### src/design/gda_pkg.sv
// ----------------------------------------------------------------------------
// gda_pkg: shared types and constants of the date add days unit
// Transfer structs, calendar constants, month length lookup and the
// control and status structs between the sequencer, the adder and the
// calendar tracker.
// ----------------------------------------------------------------------------
package gda_pkg;

   // field widths
   localparam int DAY_W    = 5;
   localparam int MONTH_W  = 4;
   localparam int YEAR_W   = 14;
   localparam int ADD_W    = 15;
   // running day count: max day of year plus 31 plus the largest add
   localparam int REMAIN_W = 16;
   // running year: start year plus the years walked, never wraps
   localparam int YEAR_RUN_W = 15;

   // calendar constants
   localparam int YEAR_CYCLE  = 400;
   localparam int CENTURY     = 100;
   localparam int MOD_STEPS   = 6;   // quotient of year / 400 fits 6 bits
   localparam int STEP_W      = 3;
   localparam logic [MONTH_W-1:0] FIRST_MONTH = MONTH_W'(1);
   localparam logic [MONTH_W-1:0] LAST_MONTH  = MONTH_W'(12);
   localparam logic [DAY_W-1:0]   FEB_LEAP    = DAY_W'(29);
   localparam logic [DAY_W-1:0]   FEB_COMMON  = DAY_W'(28);

   localparam logic [DAY_W-1:0] MONTH_LEN_TAB [0:12] = '{
      DAY_W'(0),  DAY_W'(31), DAY_W'(28), DAY_W'(31), DAY_W'(30),
      DAY_W'(31), DAY_W'(30), DAY_W'(31), DAY_W'(31), DAY_W'(30),
      DAY_W'(31), DAY_W'(30), DAY_W'(31)
   };

   // input and result transfers
   typedef struct packed {
      logic [DAY_W-1:0]   start_day;
      logic [MONTH_W-1:0] start_month;
      logic [YEAR_W-1:0]  start_year;
      logic [ADD_W-1:0]   days_to_add;
   } req_type;

   typedef struct packed {
      logic [DAY_W-1:0]   result_day;
      logic [MONTH_W-1:0] result_month;
      logic [YEAR_W-1:0]  result_year;
   } rsp_type;

   // shared adder request and status
   typedef struct packed {
      logic                sub;
      logic [REMAIN_W-1:0] opa;
      logic [REMAIN_W-1:0] opb;
   } alu_req_type;

   typedef struct packed {
      logic [REMAIN_W-1:0] result;
      logic                borrow;
      logic                zero;
   } alu_rsp_type;

   // calendar tracker controls
   typedef struct packed {
      logic load;       // take the start year
      logic reduce;     // keep the adder difference as year remainder
      logic next_year;  // step to january of the next year
   } cal_ctrl_type;

   // month length, zero outside january..december
   function automatic logic [DAY_W-1:0] month_days(input logic [MONTH_W-1:0] month,
                                                   input logic leap);
      logic [DAY_W-1:0] len;
      if (month < FIRST_MONTH || month > LAST_MONTH) begin
         len = '0;
      end else if (month == MONTH_W'(2)) begin
         len = leap ? FEB_LEAP : FEB_COMMON;
      end else begin
         len = MONTH_LEN_TAB[month];
      end
      return len;
   endfunction

endpackage

### src/design/gda_alu.sv
// ----------------------------------------------------------------------------
// gda_alu: shared add / subtract and compare unit
// One carry chain used for the start sum, the year reduction, the month
// sums and the month walk. Flags borrow and zero for the compares.
// ----------------------------------------------------------------------------
module gda_alu (
   input  gda_pkg::alu_req_type alu_req,
   output gda_pkg::alu_rsp_type alu_rsp
);
   import gda_pkg::*;

   logic [REMAIN_W-1:0] opb_eff;
   logic [REMAIN_W:0]   sum_w;

   // subtract as add of the complement plus one
   always_comb begin
      opb_eff = alu_req.sub ? ~alu_req.opb : alu_req.opb;
      sum_w   = {1'b0, alu_req.opa} + {1'b0, opb_eff} + {{REMAIN_W{1'b0}}, alu_req.sub};
   end

   assign alu_rsp.result = sum_w[REMAIN_W-1:0];
   assign alu_rsp.borrow = alu_req.sub & ~sum_w[REMAIN_W];
   assign alu_rsp.zero   = (sum_w[REMAIN_W-1:0] == '0);

endmodule

### src/design/gda_calendar.sv
// ----------------------------------------------------------------------------
// gda_calendar: running year and leap tracking
// Holds the running year and its remainder modulo 400, gives the length
// of the month being visited and steps the year at each december rollover.
// ----------------------------------------------------------------------------
module gda_calendar (
   input  logic                              clock,
   input  gda_pkg::cal_ctrl_type             cal_ctrl,
   input  logic [gda_pkg::YEAR_W-1:0]        start_year,
   input  logic [gda_pkg::REMAIN_W-1:0]      reduce_value,
   input  logic [gda_pkg::MONTH_W-1:0]       month,
   output logic [gda_pkg::YEAR_W-1:0]        year_rem,
   output logic [gda_pkg::YEAR_RUN_W-1:0]    year_run,
   output logic [gda_pkg::DAY_W-1:0]         month_len
);
   import gda_pkg::*;

   logic [YEAR_RUN_W-1:0] year_ff, year_in;
   logic [YEAR_W-1:0]     yrem_ff, yrem_in;
   logic                  leap;

   // year and remainder next values
   always_comb begin
      year_in = year_ff;
      yrem_in = yrem_ff;
      if (cal_ctrl.load) begin
         year_in = YEAR_RUN_W'(start_year);
         yrem_in = start_year;
      end else if (cal_ctrl.reduce) begin
         yrem_in = reduce_value[YEAR_W-1:0];
      end else if (cal_ctrl.next_year) begin
         year_in = year_ff + YEAR_RUN_W'(1);
         yrem_in = (yrem_ff == YEAR_W'(YEAR_CYCLE - 1)) ? '0 : yrem_ff + YEAR_W'(1);
      end
   end

   always_ff @(posedge clock) begin
      year_ff <= year_in;
      yrem_ff <= yrem_in;
   end

   // leap: divisible by 4 and not a century, or divisible by 400
   assign leap = (yrem_ff[1:0] == 2'b00) &&
                 (yrem_ff != YEAR_W'(CENTURY)) &&
                 (yrem_ff != YEAR_W'(2 * CENTURY)) &&
                 (yrem_ff != YEAR_W'(3 * CENTURY));

   assign month_len = month_days(month, leap);
   assign year_rem  = yrem_ff;
   assign year_run  = year_ff;

endmodule

### src/design/gregorian_date_add_days_unit.sv
// ----------------------------------------------------------------------------
// gregorian_date_add_days_unit: gregorian date plus a count of days
// Sequencer around one shared adder that forms the day of the year and then
// walks month by month to the resulting date.
// ----------------------------------------------------------------------------
// An item is taken when start is high and busy is low; busy then stays high
// until the result is shown. The result appears on rsp_data for exactly one
// cycle with rsp_valid high and must be captured then: there is no way to
// hold it off. The single shared adder first adds the day count to the start
// day and reduces the year modulo 400 for the leap test, then sums the
// months before the start month and walks month by month from january of
// the start year, handling one month per cycle. A new item may be started
// in the cycle of the strobe.
// ----------------------------------------------------------------------------
module gregorian_date_add_days_unit (
   input  logic              clock,
   input  logic              reset,
   input  logic              start,
   output logic              busy,
   input  gda_pkg::req_type  req_data,
   output logic              rsp_valid,
   output gda_pkg::rsp_type  rsp_data
);
   import gda_pkg::*;

   typedef enum logic [4:0] {
      ST_IDLE = 5'b00001,
      ST_INIT = 5'b00010,
      ST_MOD  = 5'b00100,
      ST_SUM  = 5'b01000,
      ST_WALK = 5'b10000
   } state_type;

   state_type             state_ff, state_in;
   logic [REMAIN_W-1:0]   remain_ff, remain_in;
   logic [ADD_W-1:0]      add_ff, add_in;
   logic [MONTH_W-1:0]    month_ff, month_in;
   logic [MONTH_W-1:0]    m_ff, m_in;
   logic [STEP_W-1:0]     k_ff, k_in;
   logic                  rsp_valid_ff, rsp_valid_in;
   rsp_type               rsp_ff, rsp_in;

   alu_req_type           alu_req;
   alu_rsp_type           alu_rsp;
   cal_ctrl_type          cal_ctrl;
   logic [YEAR_W-1:0]     year_rem;
   logic [YEAR_RUN_W-1:0] year_run;
   logic [DAY_W-1:0]      month_len;
   logic                  accept;
   logic                  walk_more;

   assign accept = start && (state_ff == ST_IDLE);

   gda_alu u_alu (
      .alu_req (alu_req),
      .alu_rsp (alu_rsp)
   );

   gda_calendar u_calendar (
      .clock        (clock),
      .cal_ctrl     (cal_ctrl),
      .start_year   (req_data.start_year),
      .reduce_value (alu_rsp.result),
      .month        (m_ff),
      .year_rem     (year_rem),
      .year_run     (year_run),
      .month_len    (month_len)
   );

   // shared adder operand select
   always_comb begin
      alu_req.sub = 1'b0;
      alu_req.opa = remain_ff;
      alu_req.opb = REMAIN_W'(month_len);
      case (state_ff)
         ST_INIT: begin
            alu_req.opb = REMAIN_W'(add_ff);
         end
         ST_MOD: begin
            alu_req.sub = 1'b1;
            alu_req.opa = REMAIN_W'(year_rem);
            alu_req.opb = REMAIN_W'(YEAR_CYCLE) << k_ff;
         end
         ST_WALK: begin
            alu_req.sub = 1'b1;
         end
         default: begin
            alu_req.sub = 1'b0;
         end
      endcase
   end

   // remaining count strictly above the month length
   assign walk_more = !alu_rsp.borrow && !alu_rsp.zero;

   // sequencer
   always_comb begin
      state_in     = state_ff;
      remain_in    = remain_ff;
      add_in       = add_ff;
      month_in     = month_ff;
      m_in         = m_ff;
      k_in         = k_ff;
      rsp_valid_in = 1'b0;
      rsp_in       = rsp_ff;
      cal_ctrl     = '0;
      case (state_ff)
         ST_IDLE: begin
            if (accept) begin
               remain_in     = REMAIN_W'(req_data.start_day);
               add_in        = req_data.days_to_add;
               month_in      = req_data.start_month;
               cal_ctrl.load = 1'b1;
               state_in      = ST_INIT;
            end
         end
         ST_INIT: begin
            remain_in = alu_rsp.result;
            k_in      = STEP_W'(MOD_STEPS - 1);
            state_in  = ST_MOD;
         end
         ST_MOD: begin
            // restoring reduction of the year modulo 400
            cal_ctrl.reduce = !alu_rsp.borrow;
            k_in = k_ff - STEP_W'(1);
            if (k_ff == '0) begin
               m_in     = FIRST_MONTH;
               state_in = ST_SUM;
            end
         end
         ST_SUM: begin
            // add the months before the start month
            if (m_ff < month_ff && m_ff <= LAST_MONTH) begin
               remain_in = alu_rsp.result;
               m_in      = m_ff + MONTH_W'(1);
            end else begin
               m_in     = FIRST_MONTH;
               state_in = ST_WALK;
            end
         end
         ST_WALK: begin
            if (walk_more) begin
               remain_in = alu_rsp.result;
               if (m_ff == LAST_MONTH) begin
                  m_in               = FIRST_MONTH;
                  cal_ctrl.next_year = 1'b1;
               end else begin
                  m_in = m_ff + MONTH_W'(1);
               end
            end else begin
               rsp_in.result_day   = remain_ff[DAY_W-1:0];
               rsp_in.result_month = m_ff;
               rsp_in.result_year  = year_run[YEAR_W-1:0];
               rsp_valid_in        = 1'b1;
               state_in            = ST_IDLE;
            end
         end
         default: begin
            state_in = ST_IDLE;
         end
      endcase
   end

   // control registers
   always_ff @(posedge clock) begin
      if (reset) begin
         state_ff     <= ST_IDLE;
         rsp_valid_ff <= 1'b0;
      end else begin
         state_ff     <= state_in;
         rsp_valid_ff <= rsp_valid_in;
      end
   end

   // payload registers
   always_ff @(posedge clock) begin
      remain_ff <= remain_in;
      add_ff    <= add_in;
      month_ff  <= month_in;
      m_ff      <= m_in;
      k_ff      <= k_in;
      rsp_ff    <= rsp_in;
   end

   assign busy      = (state_ff != ST_IDLE);
   assign rsp_valid = rsp_valid_ff;
   assign rsp_data  = rsp_ff;

`ifndef SYNTHESIS
   // a transfer always starts work
   assert property (@(posedge clock) disable iff (reset)
      accept |=> busy)
      else $error("transfer did not start work");

   // a result only comes out of the month walk
   assert property (@(posedge clock) disable iff (reset)
      rsp_valid |-> $past(state_ff == ST_WALK))
      else $error("result strobe without a finished walk");

   // the strobe lasts a single cycle
   assert property (@(posedge clock) disable iff (reset)
      rsp_valid |=> !rsp_valid)
      else $error("result strobe longer than one cycle");

   // the walk only visits real months
   assert property (@(posedge clock) disable iff (reset)
      (state_ff == ST_WALK) |-> (m_ff >= FIRST_MONTH && m_ff <= LAST_MONTH))
      else $error("month counter out of range during walk");

   // year reduction leaves a remainder below 400
   assert property (@(posedge clock) disable iff (reset)
      (state_ff == ST_SUM) |-> (year_rem < YEAR_W'(YEAR_CYCLE)))
      else $error("year remainder not reduced");
`endif

endmodule
### config.mk
export PLATFORM = sky130hd
export DESIGN_NAME = gregorian_date_add_days_unit
export DESIGN_NICKNAME = d
export VERILOG_FILES = /design/src/design/gda_pkg.sv /design/src/design/gda_alu.sv /design/src/design/gda_calendar.sv /design/src/design/gregorian_date_add_days_unit.sv
export SDC_FILE = /design/constraint.sdc
export NUM_CORES = 1
export LEC_CHECK = 0
export ABC_CLOCK_PERIOD_IN_PS = 7700
export BUFFER_PORTS_ARGS = -buffer_cell sky130_fd_sc_hd__buf_2
export CAP_MARGIN = 5
export CELL_PAD_IN_SITES_DETAIL_PLACEMENT = 2
export CELL_PAD_IN_SITES_GLOBAL_PLACEMENT = 2
export CORE_UTILIZATION = 38
export CTS_CLUSTER_SIZE = 30
export DETAILED_ROUTE_END_ITERATION = 10
export PLACE_DENSITY = 0.82
export SYNTH_ARGS = -nofsm -noshare
export SYNTH_HDL_FRONTEND = slang
export SYNTH_SLANG_ARGS = --single-unit
### constraint.sdc
create_clock -name clock -period 7.7 [get_ports clock]
set_clock_uncertainty 0.15 [all_clocks]
set_input_delay 0.77 -clock clock [delete_from_list [all_inputs] [get_ports clock]]
set_output_delay 0.77 -clock clock [all_outputs]
set_load 0.05 [all_outputs]
Word level (Yosys, flattened, before mapping)
Memory sizes are Yosys's and may differ from the RTL's.
Cells that the tools add are included.
{"block": "totals", "reg_bits": 100, "rom_bits": 80, "input_bits": 41, "out_inout_bits": 25, "word_cells": 116, "mem_count": 1}
{"block": "op_classes", "n_addsub": 6, "magnitude_cmp": 5, "eq_ne": 19, "shifts": 1, "mux": 38, "n_bitwise": 7, "n_reduce_logical": 26}
{"memory": "(no name shown)", "words": 16, "word_bits": 5, "rd": 1, "rd_clocked_by_memory_dff": 0, "wr": 0, "line_no": "gda_pkg.sv:78", "rtl": "len = MONTH_LEN_TAB[month];"}
{"cell": "$mux 14", "n": 7}
{"cell": "$mux 16", "n": 5}
{"cell": "$pmux 16 s4", "n": 1}
{"cell": "$mux 5", "n": 8}
{"cell": "$pmux 16 s2", "n": 1}
{"cell": "$pmux 5 s5", "n": 1}
{"cell": "$add 16x16->17", "n": 1}
{"cell": "$add 17x1->17", "n": 1}
{"cell": "$logic_not 16->1", "n": 1}
{"cell": "$mux 4", "n": 4}
{"cell": "$not 16->16", "n": 1}
{"cell": "$shl 9x3->16 const A", "n": 1}
{"cell": "$add 15x1->15 const B", "n": 1}
{"cell": "$add 14x1->14 const B", "n": 1}
{"cell": "$eq 14x9->1 const B", "n": 1}
{"cell": "$ne 14x7->1 const B", "n": 1}
{"cell": "$ne 14x8->1 const B", "n": 1}
{"cell": "$ne 14x9->1 const B", "n": 1}
{"cell": "$ne 2x2->1 const B", "n": 6}
{"cell": "$pmux 4 s3", "n": 1}
{"cell": "$mux 1", "n": 9}
{"cell": "$reduce_and 2->1", "n": 4}
{"cell": "$reduce_and 4->1", "n": 2}
{"cell": "$logic_and 1x1->1", "n": 6}
{"cell": "29 further kinds", "n": 36}

Depth between registers and ports, before layout
{"block": "logic_depth", "depth_word": 21, "depth_mapped": 21, "ltp_nobuf": 19}

By module
From an unflattened synthesis, not the netlist that was laid out.
{"block": "unflattened", "hier_cells": 595, "area_unflattened_um2": 6212.2}
{"mod": "gregorian_date_add_days_unit", "instances": 1, "cells_per_inst": 246, "area_each_um2": 3185.6, "seq_area_each_um2": 2072.0}
{"mod": "gda_calendar", "instances": 1, "cells_per_inst": 220, "area_each_um2": 2013.2, "seq_area_each_um2": 860.8}
{"mod": "gda_alu", "instances": 1, "cells_per_inst": 129, "area_each_um2": 1013.5, "seq_area_each_um2": 0.0}

Worst setup path after synthesis
No wires, ideal clock.
{"block": "synth_timing", "kind": "register -> register", "start": "reg m_ff[0]", "end": "reg u_calendar.yrem_ff[0] (netlist: u_calendar.year_rem[0]), enable pin", "setup_time_ns": 0.409, "arrival_ns": 5.130, "required_time_ns": 7.141, "setup_slack_ns": 2.011, "stages_incl_launch_ff": 18, "synth_period_minus_slack_ns": 5.689, "cell_sequence": "edfxtp_1 inv_1 ha_1 and3b_1 a21o_1 or3_1 a221o_1 nor3_1 nand2_1 fa_1 a211oi_1 o21ai_0 a41oi_1 o21ai_0 xnor2_1 nand4b_2 o31ai_4 o311ai_1"}
{"block": "synth_via", "elab_chain_cells": 18, "word_cells_on_any_way": 27, "cone_classes": "add/sub: 2; order compare: 2; eq/ne: 2; mux: 10; bitwise: 4; reduce/logical: 6; memory: 1"}
{"item": "start, declared", "line_no": "gregorian_date_add_days_unit.sv:38", "rtl": "logic [MONTH_W-1:0] m_ff, m_in;"}
{"item": "start signal, assigned", "line_no": "gregorian_date_add_days_unit.sv:180", "rtl": "m_ff <= m_in;"}
{"item": "branches (longest 17 deep; another with $add 16x16->17)"}
{"item": "$reduce_bool 3->1 (no source line) *"}
{"item": "end signal, assigned", "line_no": "gda_calendar.sv:39", "rtl": "yrem_ff <= yrem_in;"}
{"item": "end, declared", "line_no": "gda_calendar.sv:19", "rtl": "logic [YEAR_W-1:0] yrem_ff, yrem_in;"}
Every way passes the cells marked *. The select of a mux whose other input is x is not followed.
A chain may end at the register's enable or synchronous reset.

Final worst setup path
{"block": "layout_timing", "start": "reg m_ff[0]", "end": "reg rsp_ff (netlist bit rsp_data[20]), enable pin"}
{"block": "layout_via", "elab_chain_cells": 17, "word_cells_on_any_way": 23, "cone_classes": "add/sub: 2; order compare: 2; eq/ne: 1; mux: 6; bitwise: 5; reduce/logical: 6; memory: 1"}
{"item": "$not 4->5 (implied by the code)", "line_no": "gda_pkg.sv:78"}
{"item": "$mem_v2 16x5"}
{"item": "$mux 5 (implied by the code) (2 in a row)", "line_no": "gda_pkg.sv:78"}
{"item": "$mux 5", "line_no": "gda_pkg.sv:75", "rtl": "end else if (month == MONTH_W'(2)) begin"}
{"item": "$mux 5 *", "line_no": "gda_pkg.sv:73", "rtl": "if (month < FIRST_MONTH || month > LAST_MONTH) begin"}
{"item": "$pmux 16 s2 *", "line_no": "gregorian_date_add_days_unit.sv:75", "rtl": "case (state_ff)"}
{"item": "$not 16->16", "line_no": "gda_alu.sv:17", "rtl": "opb_eff = alu_req.sub ? ~alu_req.opb : alu_req.opb;"}
{"item": "$mux 16 *", "line_no": "gda_alu.sv:17"}
{"item": "$add 16x16->17 *", "line_no": "gda_alu.sv:18", "rtl": "sum_w = {1'b0, alu_req.opa} + {1'b0, opb_eff} + {{REMAIN_W{1'b0}}, alu_req.sub};"}
{"item": "$add 17x1->17 *", "line_no": "gda_alu.sv:18"}
{"item": "branches (longest 3 deep; another with $logic_not 16->1)"}
{"item": "$logic_and 1x1->1 *", "line_no": "gregorian_date_add_days_unit.sv:94", "rtl": "assign walk_more = !alu_rsp.borrow && !alu_rsp.zero;"}
{"item": "$not 1->1 (no source line) *"}
{"item": "$reduce_and 2->1 (no source line) *"}
{"item": "end signal, assigned", "line_no": "gregorian_date_add_days_unit.sv:182", "rtl": "rsp_ff <= rsp_in;"}
{"item": "end, declared", "line_no": "gregorian_date_add_days_unit.sv:41", "rtl": "rsp_type rsp_ff, rsp_in;"}
Marked as above.

==> metrics.log <==
[metrics] total routed wirelength: 22000 um
[metrics] DRT antenna net count: 0
[metrics] category of cells accounting for the largest share of critical-path delay: simple AND/OR/NAND/NOR gates
[metrics] synthesized area: 6170 um^2
[metrics] total routing usage reported by global routing: 27.5%
[metrics] number of gates resized after cts: 0
[metrics] standard-cell rows: 46
[metrics] count of max-cap constraint violations: 0
[metrics] number of buffers added by the clock tree synthesis step: 9
[metrics] Distinct cells, synth: 65
[metrics] final hold vios: 0
[metrics] path category of the worst min-delay check: flip-flop to flip-flop
[metrics] slowest CP cell: sky130_fd_sc_hd__edfxtp_1
[metrics] Post-synth ARST share: 0%
[metrics] placed inst area: 6710 um^2
[metrics] Initial DRT Pass Iterations: 5
[metrics] Core Footprint: 15900 um^2
[metrics] post-synthesis instance total: 631
[metrics] wire length of the first global-routing pass: 33800 um
[metrics] cells taking the most area after synthesis: sky130_fd_sc_hd__edfxtp_1 45%, sky130_fd_sc_hd__ha_1 6.3%, sky130_fd_sc_hd__nand2_1 5.7%, sky130_fd_sc_hd__a21oi_1 4.0%, sky130_fd_sc_hd__o21ai_0 3.2%
[metrics] hold buffers post-CTS: 0
[metrics] Hold Path Stages: 0
[metrics] Slew headroom: 31.1%
[metrics] library cell with the largest summed area after synthesis: sky130_fd_sc_hd__edfxtp_1
[metrics] startpoint of the worst register-to-register path: m_ff[0]$_DFFE_PP_
[metrics] clk slew on worst S/H paths: 0.08 ns
[metrics] most numerous cell on the critical path: sky130_fd_sc_hd__o21ai_0
[metrics] number of global-route vias before repair: 5720
[metrics] capture point of the worst reg-to-reg path: rsp_data[20]$_DFFE_PP_
[metrics] Worst Path Class, Setup: flip-flop to flip-flop
[metrics] Setup-failing EPs final: 0
[metrics] maximum number of pins on one net before global-route repair: 40
[metrics] Inst Count DP: 889
[metrics] total of warnings raised by yosys: 0
[metrics] worst-skew pair later-pin latency: 0.37 ns
[metrics] CTS tree: done
[metrics] sequential area share after synthesis: 47.2%
[metrics] number of enable flip-flop cells after synthesis: 93
[metrics] final critical path time including I/O delays and setup: 6.59 ns
[metrics] Pwr per Cell Area: 281 nW/um^2
[metrics] Period Utilization, post-route: 85.5%
[metrics] Wirelength per Cell: 24.3 um
[metrics] maximum fanout along the worst path: 23
[metrics] initial DRC count: 285
[metrics] number of fill cells: 1760
[metrics] mean instance size in the synthesized netlist: 9.78 um^2
[metrics] maximum clock frequency: 152 MHz
[metrics] fin. max-slew vios: 0
[metrics] effective utilization at floorplan: 38.9%
[metrics] postcts setup bufs: 0
[metrics] sum of internal, switching and leakage power: 1.98 mW
[metrics] reg-to-reg slack, setup: 1.11 ns
[metrics] result of the run: finished clean
[metrics] number of cells traversed by the worst register-to-register path: 19
[metrics] fraction of post-synthesis cell area in the top cell type by area: 45.2%
[metrics] final cell count without fillers: 905
[metrics] smallest setup slack after layout: 1.11 ns
[metrics] final design utilization: 44.3%
[metrics] data required time at the worst endpoint: 7.59 ns
[metrics] placement-stage worst setup slack: 1.37 ns
[metrics] synthesized net count: 704
[metrics] total number of vias: 5309
[metrics] crit path capture type: flip-flop
[metrics] antenna diode count: 0
[metrics] worst-case vdd ir drop: 0.000143 V
[metrics] count of buffers inserted at the top-level ports: 65
[metrics] clock sink count: 99
[metrics] total number of nets in the final design: 757
[metrics] CP Buf/Inv Count: 2
[metrics] max incr delay on CP: 0.49 ns
[metrics] maximum clock insertion buffer count: 2
[metrics] worst-case hold path end point: rsp_data[21]$_DFFE_PP_
[metrics] static power due to leakage: 2.82 nW
[metrics] unrepaired setup endpoints after global routing: no
[metrics] die area: 16800 um^2
[metrics] share of final-layout standard cells stronger than drive strength 1: 15.2%
[metrics] area delta synth->final: 14.1%
[metrics] Synth top cells by count: 93 x sky130_fd_sc_hd__edfxtp_1, 93 x sky130_fd_sc_hd__nand2_1, 52 x sky130_fd_sc_hd__nor2_1
[metrics] count of cell instances traversed by the critical path: 19
[metrics] number of I/O pins: 66
[metrics] vias per inst: 5.87
[metrics] floorplan die width: 129 um
[metrics] Setup TNS: 0 ns
[metrics] Layout Cell Area excl Fill: 7040 um^2
[metrics] most frequently used flop master after synthesis: sky130_fd_sc_hd__edfxtp_1
[metrics] Hold Slack: 0.338 ns
[metrics] Remaining DRCs: 0
[metrics] Final Wtd Congestion: 0.852
[metrics] ordered list of cells on the worst path: inv_1 -> ha_1 -> and3b_1 -> a21o_1 -> or3_1 -> a221o_1 -> nor3_1 -> nand2_1 -> fa_1 -> a211oi_1 -> o21ai_0 -> nand3_1 -> o21ai_0 -> a21oi_1 -> xor2_1 -> nand4_1 -> o31ai_4 -> and2_1 -> buf_4
[metrics] area used by multi-input combinational logic: 3080 um^2
[metrics] sum of net half-perimeters after detailed placement: 16100 um
[metrics] Arr. time, crit path: 6.47 ns
[metrics] total number of H-tree levels: 3
[metrics] area taken by flip-flops and latches: 2910 um^2
[metrics] startpoint kind of the worst setup timing path: flip-flop
[metrics] startpoint of the worst hold path: remain_ff[3]$_DFFE_PP_
[metrics] number of antenna violations at the first check in global routing: 0
[metrics] slew at the pin with the worst max-slew slack: 1.03 ns
[metrics] flip-flop and latch count after synthesis: 99
[metrics] chip height: 129 um
[metrics] grt ovf: 0
[metrics] buffer cell driving the clock tree root: sky130_fd_sc_hd__clkbuf_16
## placed cells by master (no fill, tap or decap), types with 8 or more instances in the layout
master	count
sky130_fd_sc_hd__nand3_1	22
sky130_fd_sc_hd__buf_4	9
sky130_fd_sc_hd__and3_1	8
sky130_fd_sc_hd__nor2_1	52
sky130_fd_sc_hd__a21o_1	19
sky130_fd_sc_hd__buf_2	65
sky130_fd_sc_hd__a21oi_1	49
sky130_fd_sc_hd__edfxtp_1	93
sky130_fd_sc_hd__nand2_1	93
sky130_fd_sc_hd__ha_1	31
sky130_fd_sc_hd__inv_1	15
sky130_fd_sc_hd__nor3_1	16
sky130_fd_sc_hd__xnor2_1	21
sky130_fd_sc_hd__a211oi_1	8
sky130_fd_sc_hd__xor2_1	16
sky130_fd_sc_hd__o21ai_0	39
sky130_fd_sc_hd__clkbuf_16	9
sky130_fd_sc_hd__nand4_1	9
## where the power goes
part	leakage [nW]	switching, mW	total, mW	internal, mW
sequential	0.915	0.0758	0.784	0.708
combinational	1.74	0.451	0.668	0.217
clock	0.162	0.237	0.529	0.291
total	2.82	0.764	1.98	1.22
## registers in the layout (all words and copies together), names as in the netlist
signal,count
rsp_data,23
remain_ff,16
add_ff,15
u_calendar.year_rem,14
u_calendar.year_run,14
state_ff,5
m_ff,4
month_ff,4
k_ff,3
rsp_valid,1
## logic make-up after synthesis
| group | synth area share [%] |
|---|---|
| xor gates and xnor gates | 5.51 |
| adders and majority gates | 6.61 |
| and+or+nand+nor | 19.4 |
| muxes | 1.72 |
| AOI/OAI and AO/OA | 16.4 |
| buffers and inverters | 3.12 |
| DFF | 47.2 |
## how the worst max path moves through the flow
stage	startpoint	endpoint	slack [ns]
floorplan	m_ff[0]$_DFFE_PP_	u_calendar.year_rem[0]$_DFFE_PP_	2.01
global placement	m_ff[0]$_DFFE_PP_	rsp_data[21]$_DFFE_PP_	1.66
detailed placement	m_ff[0]$_DFFE_PP_	rsp_data[9]$_DFFE_PP_	1.37
CTS	m_ff[0]$_DFFE_PP_	rsp_data[11]$_DFFE_PP_	1.25
global route	m_ff[0]$_DFFE_PP_	rsp_data[20]$_DFFE_PP_	0.96
finish	m_ff[0]$_DFFE_PP_	rsp_data[20]$_DFFE_PP_	1.11
## layer usage
metal | up-vias | track usage [%] | routed length (um)
li1 | 2433 | - | -
met1 | 2684 | 33.2 | 9040
met2 | 154 | 49.8 | 11400
met3 | 38 | 4.21 | 1000
met4 | 0 | 9.51 | 562
met5 | - | 0.294 | 0
## cell type report
cell class / count / area share, %
multi-input combinational: 485 / 43.7
sequential: 99 / 41.4
timing repair buffer: 74 / 5.58
tap: 216 / 3.84
clock buffer: 9 / 3.20
clock inverter: 7 / 1.48
inverter: 15 / 0.800
Note: power is estimated with default switching activity, not from simulation.
